--- config.mk ---
export PLATFORM = sky130hd
export DESIGN_NAME = lte_sss_sequence_generator_core_flat
export DESIGN_NICKNAME = d
export VERILOG_FILES = /design/src/sv/sss_pkg.sv /design/src/sv/sss_id_if.sv /design/src/sv/sss_chip_if.sv /design/src/sv/sss_front.sv /design/src/sv/sss_queue.sv /design/src/sv/sss_back.sv /design/src/sv/lte_sss_sequence_generator_core.sv /design/src/flat_wrapper.sv
export SDC_FILE = /design/constraint.sdc
export NUM_CORES = 1
export LEC_CHECK = 0
export ABC_AREA = 1
export BUFFER_PORTS_ARGS = -buffer_cell sky130_fd_sc_hd__buf_2
export CAP_MARGIN = 10
export CORE_AREA = 4 4 95 186
export DETAILED_ROUTE_END_ITERATION = 12
export DIE_AREA = 0 0 99 190
export PLACE_DENSITY = 0.68
export SYNTH_ARGS = -nofsm -noshare
export SYNTH_HDL_FRONTEND = slang
export SYNTH_HIERARCHICAL = 1
export SYNTH_SLANG_ARGS = --single-unit
--- constraint.sdc ---
create_clock -name clk -period 9.65 [get_ports clk]
set_input_delay 1.93 -clock clk [delete_from_list [all_inputs] [get_ports clk]]
set_output_delay 1.93 -clock clk [all_outputs]
set_load 0.02 [all_outputs]
--- src/sv/sss_pkg.sv ---
// ----------------------------------------------------------------------------
// sss_pkg
// Shared types, constants and sequence tables for the SSS sequence generator.
// ----------------------------------------------------------------------------
package sss_pkg;

  // sequence geometry
  localparam int unsigned SSS_SEQ_LEN    = 31;
  localparam int unsigned SSS_LAST_N     = 30;
  localparam int unsigned SSS_MAX_GROUP  = 167;
  localparam int unsigned SSS_MAX_SECTOR = 2;
  localparam int unsigned SSS_C1_SHIFT   = 3;

  // widths of the identity and chip fields
  localparam int unsigned SSS_GROUP_W  = 8;
  localparam int unsigned SSS_SECTOR_W = 2;
  localparam int unsigned SSS_IDX_W    = 5;

  // reciprocal constants for divide by 30 and by 31 over the group range
  localparam int unsigned SSS_RECIP_SHIFT = 13;
  localparam int unsigned SSS_DIV30_RECIP = 274;
  localparam int unsigned SSS_DIV31_RECIP = 265;

  // default depth of the queue between front and back
  localparam int unsigned SSS_QUEUE_DEPTH = 2;

  // one decoded identity handed from front to back
  typedef struct packed {
    logic                    bad;
    logic [SSS_SECTOR_W-1:0] sector;
    logic [SSS_IDX_W-1:0]    m0;
    logic [SSS_IDX_W-1:0]    m1;
  } sss_job_t;

  // length-31 m-sequence, bit i is chip i (1 means -1)
  function automatic logic [SSS_SEQ_LEN-1:0] sss_mseq(input logic [3:0] taps);
    logic [SSS_SEQ_LEN-1:0] x;
    logic                   v;
    x    = '0;
    x[4] = 1'b1;
    for (int i = 0; i < 26; i++) begin
      v = x[i] ^ (taps[0] & x[i+1]) ^ (taps[1] & x[i+2])
               ^ (taps[2] & x[i+3]) ^ (taps[3] & x[i+4]);
      x[i+5] = v;
    end
    return x;
  endfunction

  localparam logic [SSS_SEQ_LEN-1:0] SSS_S_SEQ = sss_mseq(4'b0010);
  localparam logic [SSS_SEQ_LEN-1:0] SSS_C_SEQ = sss_mseq(4'b0100);
  localparam logic [SSS_SEQ_LEN-1:0] SSS_Z_SEQ = sss_mseq(4'b1011);

endpackage

--- src/sv/sss_id_if.sv ---
// ----------------------------------------------------------------------------
// sss_id_if
// Valid/ready channel carrying one physical-layer identity pair.
// ----------------------------------------------------------------------------
interface sss_id_if;
  import sss_pkg::*;

  logic                    valid;
  logic                    ready;
  logic [SSS_GROUP_W-1:0]  group_id;
  logic [SSS_SECTOR_W-1:0] sector_id;

  modport source (output valid, output group_id, output sector_id, input ready);
  modport sink   (input valid, input group_id, input sector_id, output ready);
endinterface

--- src/sv/sss_chip_if.sv ---
// ----------------------------------------------------------------------------
// sss_chip_if
// Valid/ready channel carrying one chip pair of the SSS for both subframes.
// ----------------------------------------------------------------------------
interface sss_chip_if;
  import sss_pkg::*;

  logic                 valid;
  logic                 ready;
  logic [SSS_IDX_W-1:0] chip_index;
  logic                 sf0_even_neg;
  logic                 sf0_odd_neg;
  logic                 sf5_even_neg;
  logic                 sf5_odd_neg;
  logic                 bad_identity;
  logic                 last_chip;

  modport source (output valid, output chip_index, output sf0_even_neg,
                  output sf0_odd_neg, output sf5_even_neg, output sf5_odd_neg,
                  output bad_identity, output last_chip, input ready);
  modport sink   (input valid, input chip_index, input sf0_even_neg,
                  input sf0_odd_neg, input sf5_even_neg, input sf5_odd_neg,
                  input bad_identity, input last_chip, output ready);
endinterface

--- src/sv/sss_front.sv ---
// ----------------------------------------------------------------------------
// sss_front
// Accepts an identity, flags it when out of range and derives m0 and m1
// from the group over a few steps of reciprocal multiplies.
// ----------------------------------------------------------------------------
module sss_front (
  input  logic              clk,
  input  logic              rst,
  sss_id_if.sink            ident,
  output logic              wr_valid,
  input  logic              wr_ready,
  output sss_pkg::sss_job_t wr_job
);
  import sss_pkg::*;

  localparam logic [2:0] STEP_DONE = 3'd4;
  localparam int unsigned RS = SSS_RECIP_SHIFT;

  // triangular number k*(k+1)/2 for small k
  function automatic logic [4:0] tri_num(input logic [2:0] k);
    logic [4:0] r;
    unique case (k)
      3'd0:    r = 5'd0;
      3'd1:    r = 5'd1;
      3'd2:    r = 5'd3;
      3'd3:    r = 5'd6;
      3'd4:    r = 5'd10;
      3'd5:    r = 5'd15;
      3'd6:    r = 5'd21;
      default: r = 5'd28;
    endcase
    return r;
  endfunction

  logic                    busy;
  logic [2:0]              step;
  logic [SSS_GROUP_W-1:0]  group;
  logic [SSS_SECTOR_W-1:0] sector;
  logic                    bad;
  logic [2:0]              qp;
  logic [2:0]              q;
  logic [7:0]              mp;
  logic [2:0]              quo;

  logic        accept;
  logic        done;
  logic [16:0] prod_qp;
  logic [8:0]  t_sum;
  logic [17:0] prod_q;
  logic [15:0] prod_mp;
  logic [7:0]  m_red;
  logic [5:0]  m1_sum;

  assign done        = busy && (step == STEP_DONE);
  assign ident.ready = !busy || (done && wr_ready);
  assign accept      = ident.valid && ident.ready;

  // reciprocal multiplies, one per step
  assign prod_qp = {9'd0, group} * 17'(SSS_DIV30_RECIP);
  assign t_sum   = {1'b0, group} + {4'd0, tri_num(qp)};
  assign prod_q  = {9'd0, t_sum} * 18'(SSS_DIV30_RECIP);
  assign prod_mp = {8'd0, mp} * 16'(SSS_DIV31_RECIP);

  // m0 = mp mod 31, m1 = (m0 + mp / 31 + 1) mod 31
  assign m_red  = mp - ({5'd0, quo} << 5) + {5'd0, quo};
  assign m1_sum = {1'b0, m_red[4:0]} + {3'd0, quo} + 6'd1;

  always_comb begin
    wr_valid      = done;
    wr_job.bad    = bad;
    wr_job.sector = sector;
    wr_job.m0     = m_red[4:0];
    wr_job.m1     = (m1_sum >= 6'(SSS_SEQ_LEN)) ? 5'(m1_sum - 6'(SSS_SEQ_LEN))
                                                 : m1_sum[4:0];
  end

  // step sequencer
  always_ff @(posedge clk) begin
    if (rst) begin
      busy <= 1'b0;
      step <= '0;
    end else if (accept) begin
      busy <= 1'b1;
      step <= '0;
    end else if (done && wr_ready) begin
      busy <= 1'b0;
    end else if (busy && step != STEP_DONE) begin
      step <= step + 3'd1;
    end
  end

  // datapath registers
  always_ff @(posedge clk) begin
    if (accept) begin
      group  <= ident.group_id;
      sector <= ident.sector_id;
      bad    <= (ident.group_id > 8'(SSS_MAX_GROUP))
             || (ident.sector_id > 2'(SSS_MAX_SECTOR));
    end
    if (busy) begin
      unique case (step)
        3'd0:    qp  <= prod_qp[RS+2:RS];
        3'd1:    q   <= prod_q[RS+2:RS];
        3'd2:    mp  <= group + {3'd0, tri_num(q)};
        3'd3:    quo <= prod_mp[RS+2:RS];
        default: ;
      endcase
    end
  end

endmodule

--- src/sv/sss_queue.sv ---
// ----------------------------------------------------------------------------
// sss_queue
// Small first-word-fall-through queue of decoded identities between the
// front and the back.
// ----------------------------------------------------------------------------
module sss_queue #(
  parameter int unsigned DEPTH = sss_pkg::SSS_QUEUE_DEPTH
) (
  input  logic              clk,
  input  logic              rst,
  input  logic              wr_valid,
  output logic              wr_ready,
  input  sss_pkg::sss_job_t wr_job,
  output logic              rd_valid,
  input  logic              rd_ready,
  output sss_pkg::sss_job_t rd_job
);
  import sss_pkg::*;

  localparam int unsigned PW = (DEPTH > 1) ? $clog2(DEPTH) : 1;
  localparam int unsigned CW = $clog2(DEPTH + 1);
  localparam logic [PW-1:0] PTR_LAST = PW'(DEPTH - 1);

  sss_job_t        slots [DEPTH];
  logic [PW-1:0]   wr_ptr;
  logic [PW-1:0]   rd_ptr;
  logic [CW-1:0]   count;
  logic            push;
  logic            pop;

  assign wr_ready = (count != CW'(DEPTH));
  assign rd_valid = (count != '0);
  assign rd_job   = slots[rd_ptr];
  assign push     = wr_valid && wr_ready;
  assign pop      = rd_valid && rd_ready;

  // pointers and fill count
  always_ff @(posedge clk) begin
    if (rst) begin
      wr_ptr <= '0;
      rd_ptr <= '0;
      count  <= '0;
    end else begin
      if (push) wr_ptr <= (wr_ptr == PTR_LAST) ? '0 : wr_ptr + PW'(1);
      if (pop)  rd_ptr <= (rd_ptr == PTR_LAST) ? '0 : rd_ptr + PW'(1);
      if (push && !pop)      count <= count + CW'(1);
      else if (pop && !push) count <= count - CW'(1);
    end
  end

  // storage
  always_ff @(posedge clk) begin
    if (push) slots[wr_ptr] <= wr_job;
  end

endmodule

--- src/sv/sss_back.sv ---
// ----------------------------------------------------------------------------
// sss_back
// Walks n = 0..30 for one decoded identity, reading the rotated s, c and z
// sequences through running indices, and holds each chip word in an output
// register.
// ----------------------------------------------------------------------------
module sss_back (
  input  logic              clk,
  input  logic              rst,
  input  logic              rd_valid,
  output logic              rd_ready,
  input  sss_pkg::sss_job_t rd_job,
  sss_chip_if.source        chip
);
  import sss_pkg::*;

  localparam logic [SSS_IDX_W-1:0] IDX_LAST = SSS_IDX_W'(SSS_LAST_N);

  // advance an index around the 31-chip ring
  function automatic logic [SSS_IDX_W-1:0] ring_inc(input logic [SSS_IDX_W-1:0] x);
    return (x == IDX_LAST) ? '0 : x + SSS_IDX_W'(1);
  endfunction

  logic                 busy;
  logic [SSS_IDX_W-1:0] n;
  logic [SSS_IDX_W-1:0] s0_idx, s1_idx, c0_idx, c1_idx, z0_idx, z1_idx;

  logic                 out_valid;
  logic [SSS_IDX_W-1:0] out_index;
  logic                 out_sf0_even, out_sf0_odd, out_sf5_even, out_sf5_odd;
  logic                 out_bad, out_last;

  logic advance;
  logic pop;
  logic s0, s1, c0, c1, z0, z1;

  assign advance = !out_valid || chip.ready;

  // take a new identity when idle, or a valid one right behind the last pair of a run
  always_comb begin
    if (!advance)          pop = 1'b0;
    else if (busy)         pop = rd_valid && (n == IDX_LAST) && !rd_job.bad;
    else                   pop = rd_valid;
  end
  assign rd_ready = pop;

  // sequence taps for the current pair
  assign s0 = SSS_S_SEQ[s0_idx];
  assign s1 = SSS_S_SEQ[s1_idx];
  assign c0 = SSS_C_SEQ[c0_idx];
  assign c1 = SSS_C_SEQ[c1_idx];
  assign z0 = SSS_Z_SEQ[z0_idx];
  assign z1 = SSS_Z_SEQ[z1_idx];

  // run control
  always_ff @(posedge clk) begin
    if (rst) begin
      busy      <= 1'b0;
      out_valid <= 1'b0;
    end else if (advance) begin
      if (busy) begin
        out_valid <= 1'b1;
        busy      <= (n != IDX_LAST) || pop;
      end else begin
        out_valid <= pop && rd_job.bad;
        busy      <= pop && !rd_job.bad;
      end
    end
  end

  // indices and output word
  always_ff @(posedge clk) begin
    if (advance) begin
      if (busy) begin
        out_index    <= n;
        out_sf0_even <= s0 ^ c0;
        out_sf0_odd  <= s1 ^ c1 ^ z0;
        out_sf5_even <= s1 ^ c0;
        out_sf5_odd  <= s0 ^ c1 ^ z1;
        out_bad      <= 1'b0;
        out_last     <= (n == IDX_LAST);
      end else if (pop && rd_job.bad) begin
        out_index    <= '0;
        out_sf0_even <= 1'b0;
        out_sf0_odd  <= 1'b0;
        out_sf5_even <= 1'b0;
        out_sf5_odd  <= 1'b0;
        out_bad      <= 1'b1;
        out_last     <= 1'b1;
      end
      if (pop && !rd_job.bad) begin
        n      <= '0;
        s0_idx <= rd_job.m0;
        s1_idx <= rd_job.m1;
        c0_idx <= SSS_IDX_W'(rd_job.sector);
        c1_idx <= SSS_IDX_W'(rd_job.sector) + SSS_IDX_W'(SSS_C1_SHIFT);
        z0_idx <= {2'b00, rd_job.m0[2:0]};
        z1_idx <= {2'b00, rd_job.m1[2:0]};
      end else if (busy) begin
        n      <= ring_inc(n);
        s0_idx <= ring_inc(s0_idx);
        s1_idx <= ring_inc(s1_idx);
        c0_idx <= ring_inc(c0_idx);
        c1_idx <= ring_inc(c1_idx);
        z0_idx <= ring_inc(z0_idx);
        z1_idx <= ring_inc(z1_idx);
      end
    end
  end

  assign chip.valid        = out_valid;
  assign chip.chip_index   = out_index;
  assign chip.sf0_even_neg = out_sf0_even;
  assign chip.sf0_odd_neg  = out_sf0_odd;
  assign chip.sf5_even_neg = out_sf5_even;
  assign chip.sf5_odd_neg  = out_sf5_odd;
  assign chip.bad_identity = out_bad;
  assign chip.last_chip    = out_last;

endmodule

--- src/sv/lte_sss_sequence_generator_core.sv ---
// ----------------------------------------------------------------------------
// lte_sss_sequence_generator_core
// LTE secondary sync sequence generator: identity in, 31 chip-pair words out.
// ----------------------------------------------------------------------------
// Each identity accepted on ident (group 0..167, sector 0..2) yields 31 words
// on chip, n = 0..30 in order, each holding chips 2n and 2n+1 of the
// subframe 0 and subframe 5 sequences as sign bits, with last_chip set on
// n = 30. An out-of-range identity yields one word with bad_identity and
// last_chip set and all chips zero. The back generator emits one word per
// cycle while chip is ready, and takes a queued valid identity right behind
// the last word of a run. The front decodes m0/m1 over its step sequence and
// runs ahead through a queue, so ident is taken while earlier words are
// still being sent. There is no clearing pass after reset.
// ----------------------------------------------------------------------------
module lte_sss_sequence_generator_core #(
  parameter int unsigned QUEUE_DEPTH = sss_pkg::SSS_QUEUE_DEPTH
) (
  input  logic       clk,
  input  logic       rst,
  sss_id_if.sink     ident,
  sss_chip_if.source chip
);
  import sss_pkg::*;

  logic     wr_valid, wr_ready;
  logic     rd_valid, rd_ready;
  sss_job_t wr_job, rd_job;

  // identity decode
  sss_front u_front (
    .clk      (clk),
    .rst      (rst),
    .ident    (ident),
    .wr_valid (wr_valid),
    .wr_ready (wr_ready),
    .wr_job   (wr_job)
  );

  // decoupling queue
  sss_queue #(
    .DEPTH (QUEUE_DEPTH)
  ) u_queue (
    .clk      (clk),
    .rst      (rst),
    .wr_valid (wr_valid),
    .wr_ready (wr_ready),
    .wr_job   (wr_job),
    .rd_valid (rd_valid),
    .rd_ready (rd_ready),
    .rd_job   (rd_job)
  );

  // chip generation
  sss_back u_back (
    .clk      (clk),
    .rst      (rst),
    .rd_valid (rd_valid),
    .rd_ready (rd_ready),
    .rd_job   (rd_job),
    .chip     (chip)
  );

  // error word carries no chips and closes its run
  a_bad_word: assert property (@(posedge clk) disable iff (rst)
    chip.valid && chip.bad_identity |-> chip.last_chip && chip.chip_index == '0
      && !chip.sf0_even_neg && !chip.sf0_odd_neg
      && !chip.sf5_even_neg && !chip.sf5_odd_neg)
    else $error("error word carries chip data");

  // a run ends exactly at the last pair index
  a_last_pair: assert property (@(posedge clk) disable iff (rst)
    chip.valid && !chip.bad_identity
      |-> chip.last_chip == (chip.chip_index == SSS_IDX_W'(SSS_LAST_N)))
    else $error("last_chip out of step with chip_index");

  // decoded shifts of a valid identity stay in range with m0 below m1
  a_shift_range: assert property (@(posedge clk) disable iff (rst)
    rd_valid && !rd_job.bad
      |-> rd_job.m0 < rd_job.m1 && rd_job.m1 <= SSS_IDX_W'(SSS_LAST_N))
    else $error("decoded m0/m1 out of range");

  // a taken word of a run is followed by its successor index
  a_next_index: assert property (@(posedge clk) disable iff (rst)
    chip.valid && chip.ready && !chip.last_chip && !chip.bad_identity
      ##1 chip.valid |-> chip.chip_index == $past(chip.chip_index) + SSS_IDX_W'(1))
    else $error("chip index skipped or repeated");

endmodule
--- src/flat_wrapper.sv ---
// flat-port wrapper written by rule: the top's interface ports become plain ports
module lte_sss_sequence_generator_core_flat import sss_pkg::*;
#(
  parameter int unsigned QUEUE_DEPTH = sss_pkg::SSS_QUEUE_DEPTH
)
  (clk, rst, ident_valid, ident_group_id, ident_sector_id, ident_ready, chip_valid, chip_chip_index, chip_sf0_even_neg, chip_sf0_odd_neg, chip_sf5_even_neg, chip_sf5_odd_neg, chip_bad_identity, chip_last_chip, chip_ready);
  sss_id_if ident_i ();
  sss_chip_if chip_i ();
  input  logic clk;
  input  logic rst;
  input wire logic [$bits(ident_i.valid)-1:0] ident_valid;
  input wire logic [$bits(ident_i.group_id)-1:0] ident_group_id;
  input wire logic [$bits(ident_i.sector_id)-1:0] ident_sector_id;
  output wire logic [$bits(ident_i.ready)-1:0] ident_ready;
  output wire logic [$bits(chip_i.valid)-1:0] chip_valid;
  output wire logic [$bits(chip_i.chip_index)-1:0] chip_chip_index;
  output wire logic [$bits(chip_i.sf0_even_neg)-1:0] chip_sf0_even_neg;
  output wire logic [$bits(chip_i.sf0_odd_neg)-1:0] chip_sf0_odd_neg;
  output wire logic [$bits(chip_i.sf5_even_neg)-1:0] chip_sf5_even_neg;
  output wire logic [$bits(chip_i.sf5_odd_neg)-1:0] chip_sf5_odd_neg;
  output wire logic [$bits(chip_i.bad_identity)-1:0] chip_bad_identity;
  output wire logic [$bits(chip_i.last_chip)-1:0] chip_last_chip;
  input wire logic [$bits(chip_i.ready)-1:0] chip_ready;
  assign ident_i.valid = ident_valid;
  assign ident_i.group_id = ident_group_id;
  assign ident_i.sector_id = ident_sector_id;
  assign ident_ready = ident_i.ready;
  assign chip_valid = chip_i.valid;
  assign chip_chip_index = chip_i.chip_index;
  assign chip_sf0_even_neg = chip_i.sf0_even_neg;
  assign chip_sf0_odd_neg = chip_i.sf0_odd_neg;
  assign chip_sf5_even_neg = chip_i.sf5_even_neg;
  assign chip_sf5_odd_neg = chip_i.sf5_odd_neg;
  assign chip_bad_identity = chip_i.bad_identity;
  assign chip_last_chip = chip_i.last_chip;
  assign chip_i.ready = chip_ready;
  lte_sss_sequence_generator_core #(.QUEUE_DEPTH(QUEUE_DEPTH)) u_core (.clk(clk), .rst(rst), .ident(ident_i), .chip(chip_i));
endmodule
==> flow_summary_export.csv <==
group,metric,value,unit
clocking,cts_root_buffer,"clkbuf_16",
setup_path,crit_slowest_cell,"fa_1",
die,die_h,190,um
global_route,grt_pass1_vias,6473,
timing,clock_skew,0.00777,ns
yosys,synth.most_common_cell,"nand2_1",
clocking,cts_max_level,4,
yosys,synth_edf_count,100,
yosys,synth_async_sr_flop_share,0,
setup_path,cp_max_fo,4,
final_layout,seqCellArea,3260,sq um
detailed_routing,viasPerCell,5.27,
hold_path,hold_class,"reg2reg",
setup_path,rr_startpoint,"u_core/u_front/qp[1]",
timing,fin_crit_sh,0.427,
setup_path,startpoint_type,"flop",
setup_path,path_class,"reg2reg",
run,drv_cap,0,
final_layout,syn_to_final_growth,11.4,%
timing,setup_ws,5.53,ns
yosys,syn_area,8410,sq um
die,start_util,0.517,
place,dp_slack,5.53,ns
setup_path,crit_arrival,4.29,ns
clocking,cts.sinks,113,
timing,relSlewSlack,0.232,
yosys,ys_types,47,
yosys,syn_avg_cell_area,9.21,sq um
yosys,yosys-top-cells-count,"nand2_1 (179), ha_1 (133), inv_1 (130)",
timing,rsz0062_at_grt,"no",
yosys,ys.flop_type,"edfxtp_1",
setup_path,crit_buf_inv,2,
detailed_routing,vias,6180,
yosys,syn_nets,1066,
detailed_routing,drc,0,
pwr,cellPowerDensity,156,nW/um^2
setup_path,startpoint,"u_core/u_front/qp[1]",
final_layout,layout.cell_area.non_filler,9370,sq um
setup_path,end_kind,"flop",
timing,fin_crit,4.12,ns
die,die_x,99,um
yosys,netlist_instances,913,
final_layout,fillers,1404,
final_layout,fin_nets,1108,
clocking,post_cts_resize_count,0,
timing,worst_pin_slew,1.15,ns
pwr,power,1.46,mW
global_route,grt.overflow.total,0,
pwr,ir_drop,0.000129,V
global_route,grt_pass1_wl,29000,um
clocking,cts_hold_buf,0,
clocking,clockBufferDepth,2,
detailed_routing,ant_nets,0,
place,io_buffers,26,
final_layout,instances_no_fill,1172,
setup_path,crit_family,"adder cells",
yosys,synth_top_cell_by_area,"edfxtp_1",
place,dp_cells,1140,
yosys,synth_seq_cells,113,
clocking,cts_tree,"yes",
global_route,grt_usage,0.196,
timing,hold_viol_final,0,
timing,drv_slew,0,
global_route,antenna_found_initial,0,
setup_path,cpMostUsedCell,"ha_1",
detailed_routing,initialDrtViolationCount,185,
clocking,clk_pin_slew_worst_paths,0.06,ns
final_layout,antenna_cells,0,
setup_path,slowest_delay,0.46,ns
clocking,numCtsBuffers,17,
yosys,yosys_warnings,6,
setup_path,rrSetupSlack,5.53,ns
status,status,"completed",
place,gp_congestion,0.900,
global_route,grt_max_degree,39,
setup_path,cp.required,9.82,ns
die,rows,66,
detailed_routing,routed_wl,17100,um
hold_path,min-delay-start,"u_core/u_front/sector[0]",
yosys,synth_top_area_share,0.357,
timing,setup_viol,0,
place,dp_hpwl,13800,um
die,ios,27,
place,dpl-instance-area,8770,sq um
yosys,ys_seq_area_frac,0.388,
die,dieArea,18800,sq um
detailed_routing,drt-wirelength-per-cell,14.6,um
die,core,16300,sq um
clocking,clock_latency,0.42,ns
detailed_routing,firstDrtPassIters,4,
pwr,p_leak,4.50,nW
final_layout,drive_gt1_frac,0.123,
clocking,postCtsSetupBuffers,0,
timing,clock.fmax,243,MHz
yosys,synth.area.top_cells,"edfxtp_1 (36%), ha_1 (20%), nand2_1 (8.0%), inv_1 (5.8%), nand3_1 (3.9%)",
final_layout,multiInputGateArea,4590,sq um
setup_path,cp_cell_sequence,"inv_1, ha_1, inv_1, ha_1, nand3_1, nand3_1, nand2_1, nand2_1, a21oi_1, xor2_1, ha_1, fa_1, ha_1, ha_1, nand2_1, o21ai_0, a31oi_1, nand2_1, xor2_1",
timing,setup-tns-final,0,ns
-- cell usage in the layout (no fill, tap or decap), types with 3 or more instances in the layout --
master and instances:
xnor2_1 4, o21ai_1 4, xor2_1 25, nand4_1 11, buf_4 3, o31ai_1 3, mux2_2 3, nand2_2 16
or2_1 3, fa_1 6, clkbuf_16 17, ha_1 133, nand3b_1 3, a21oi_1 46, buf_2 26, o22ai_1 5
o21bai_1 3, clkinv_4 3, o211ai_1 3, nand3_4 3, nand2_1 179, a21o_1 3, mux2_4 10, inv_2 5
nand3_1 66, nand2_4 7, edfxtp_1 100, nand3_2 4, nor2_1 60, inv_1 130, dfxtp_1 13, inv_6 7
o21ai_0 37
-- cell type report --
class,count,area share
clock buffer,17,0.0454
clock inverter,15,0.0183
inverter,135,0.0541
multi-input combinational,659,0.490
sequential,113,0.348
tap,204,0.0273
timing repair buffer,29,0.0163
-- report_power, final --
group / switching, mW / total [mW] / internal (mW)
logic: 0.167 / 0.279 / 0.112
clock network: 0.244 / 0.632 / 0.387
registers: 0.00776 / 0.546 / 0.538
-- worst register-to-register path, stage by stage, from the launching register on --
cell and delay, ns:
edfxtp_1 0.39, inv_1 0.06, ha_1 0.29, inv_1 0.10
ha_1 0.24, nand3_1 0.11, nand3_1 0.10, nand2_1 0.13
nand2_1 0.06, a21oi_1 0.15, xor2_1 0.29, ha_1 0.30
fa_1 0.46, ha_1 0.31, ha_1 0.33, nand2_1 0.11
o21ai_0 0.09, a31oi_1 0.14, nand2_1 0.08, xor2_1 0.13
-- stage by stage --
stage	hold WS, ns	utilization
3_3_place_gp	0.442	0.539
5_1_grt	0.487	0.576
6_report	0.460	0.576
3_5_place_dp	0.453	0.539
2_1_floorplan	0.421	-
4_1_cts	0.467	0.576
-- worst paths after layout --
check                                      to  cells past startpoint
hold reg to reg   u_core/u_queue/slots[1][10]                      0
hold / removal    u_core/u_queue/slots[1][10]                      0
setup reg to reg          u_core/u_front/q[2]                     19
setup / recovery          u_core/u_front/q[2]                     19
-- layer usage --
| layer | wire length [um] | GRT usage | vias up |
|---|---|---|---|
| li1 | - | - | 3186 |
| met2 | 10700 | 0.424 | 74 |
| met1 | 5510 | 0.159 | 2882 |
| met5 | 0 | 0 | - |
| met3 | 313 | 0.0297 | 38 |
| met4 | 539 | 0.0884 | 0 |
-- registers in the layout, indices dropped and copies added (netlist names), 5 cells and up, named ones only --
register                       count
u_core/u_queue/slots              26
u_core/u_front/group               8
u_core/u_front/mp                  8
u_core/u_back/c0_idx               5
u_core/u_back/c1_idx               5
u_core/u_back/chip.chip_index      5
u_core/u_back/n                    5
u_core/u_back/s0_idx               5
u_core/u_back/s1_idx               5
u_core/u_back/z0_idx               5
u_core/u_back/z1_idx               5
-- logic make-up (layout without fill, tap and decap cells) --
family                   Yosys count  after routing  share of synthesized area
multiplexers                      13             13                     0.0219
XOR/XNOR                          29             29                     0.0302
flip-flops                       113            113                      0.388
AND/OR/NAND/NOR                  360            360                      0.200
adder cells (fa/ha/maj)          139            139                      0.212
buffers and inverters            141            196                     0.0658
AO/OA/AOI/OAI                    118            118                     0.0818
Note: power is estimated with default switching activity, not from simulation.
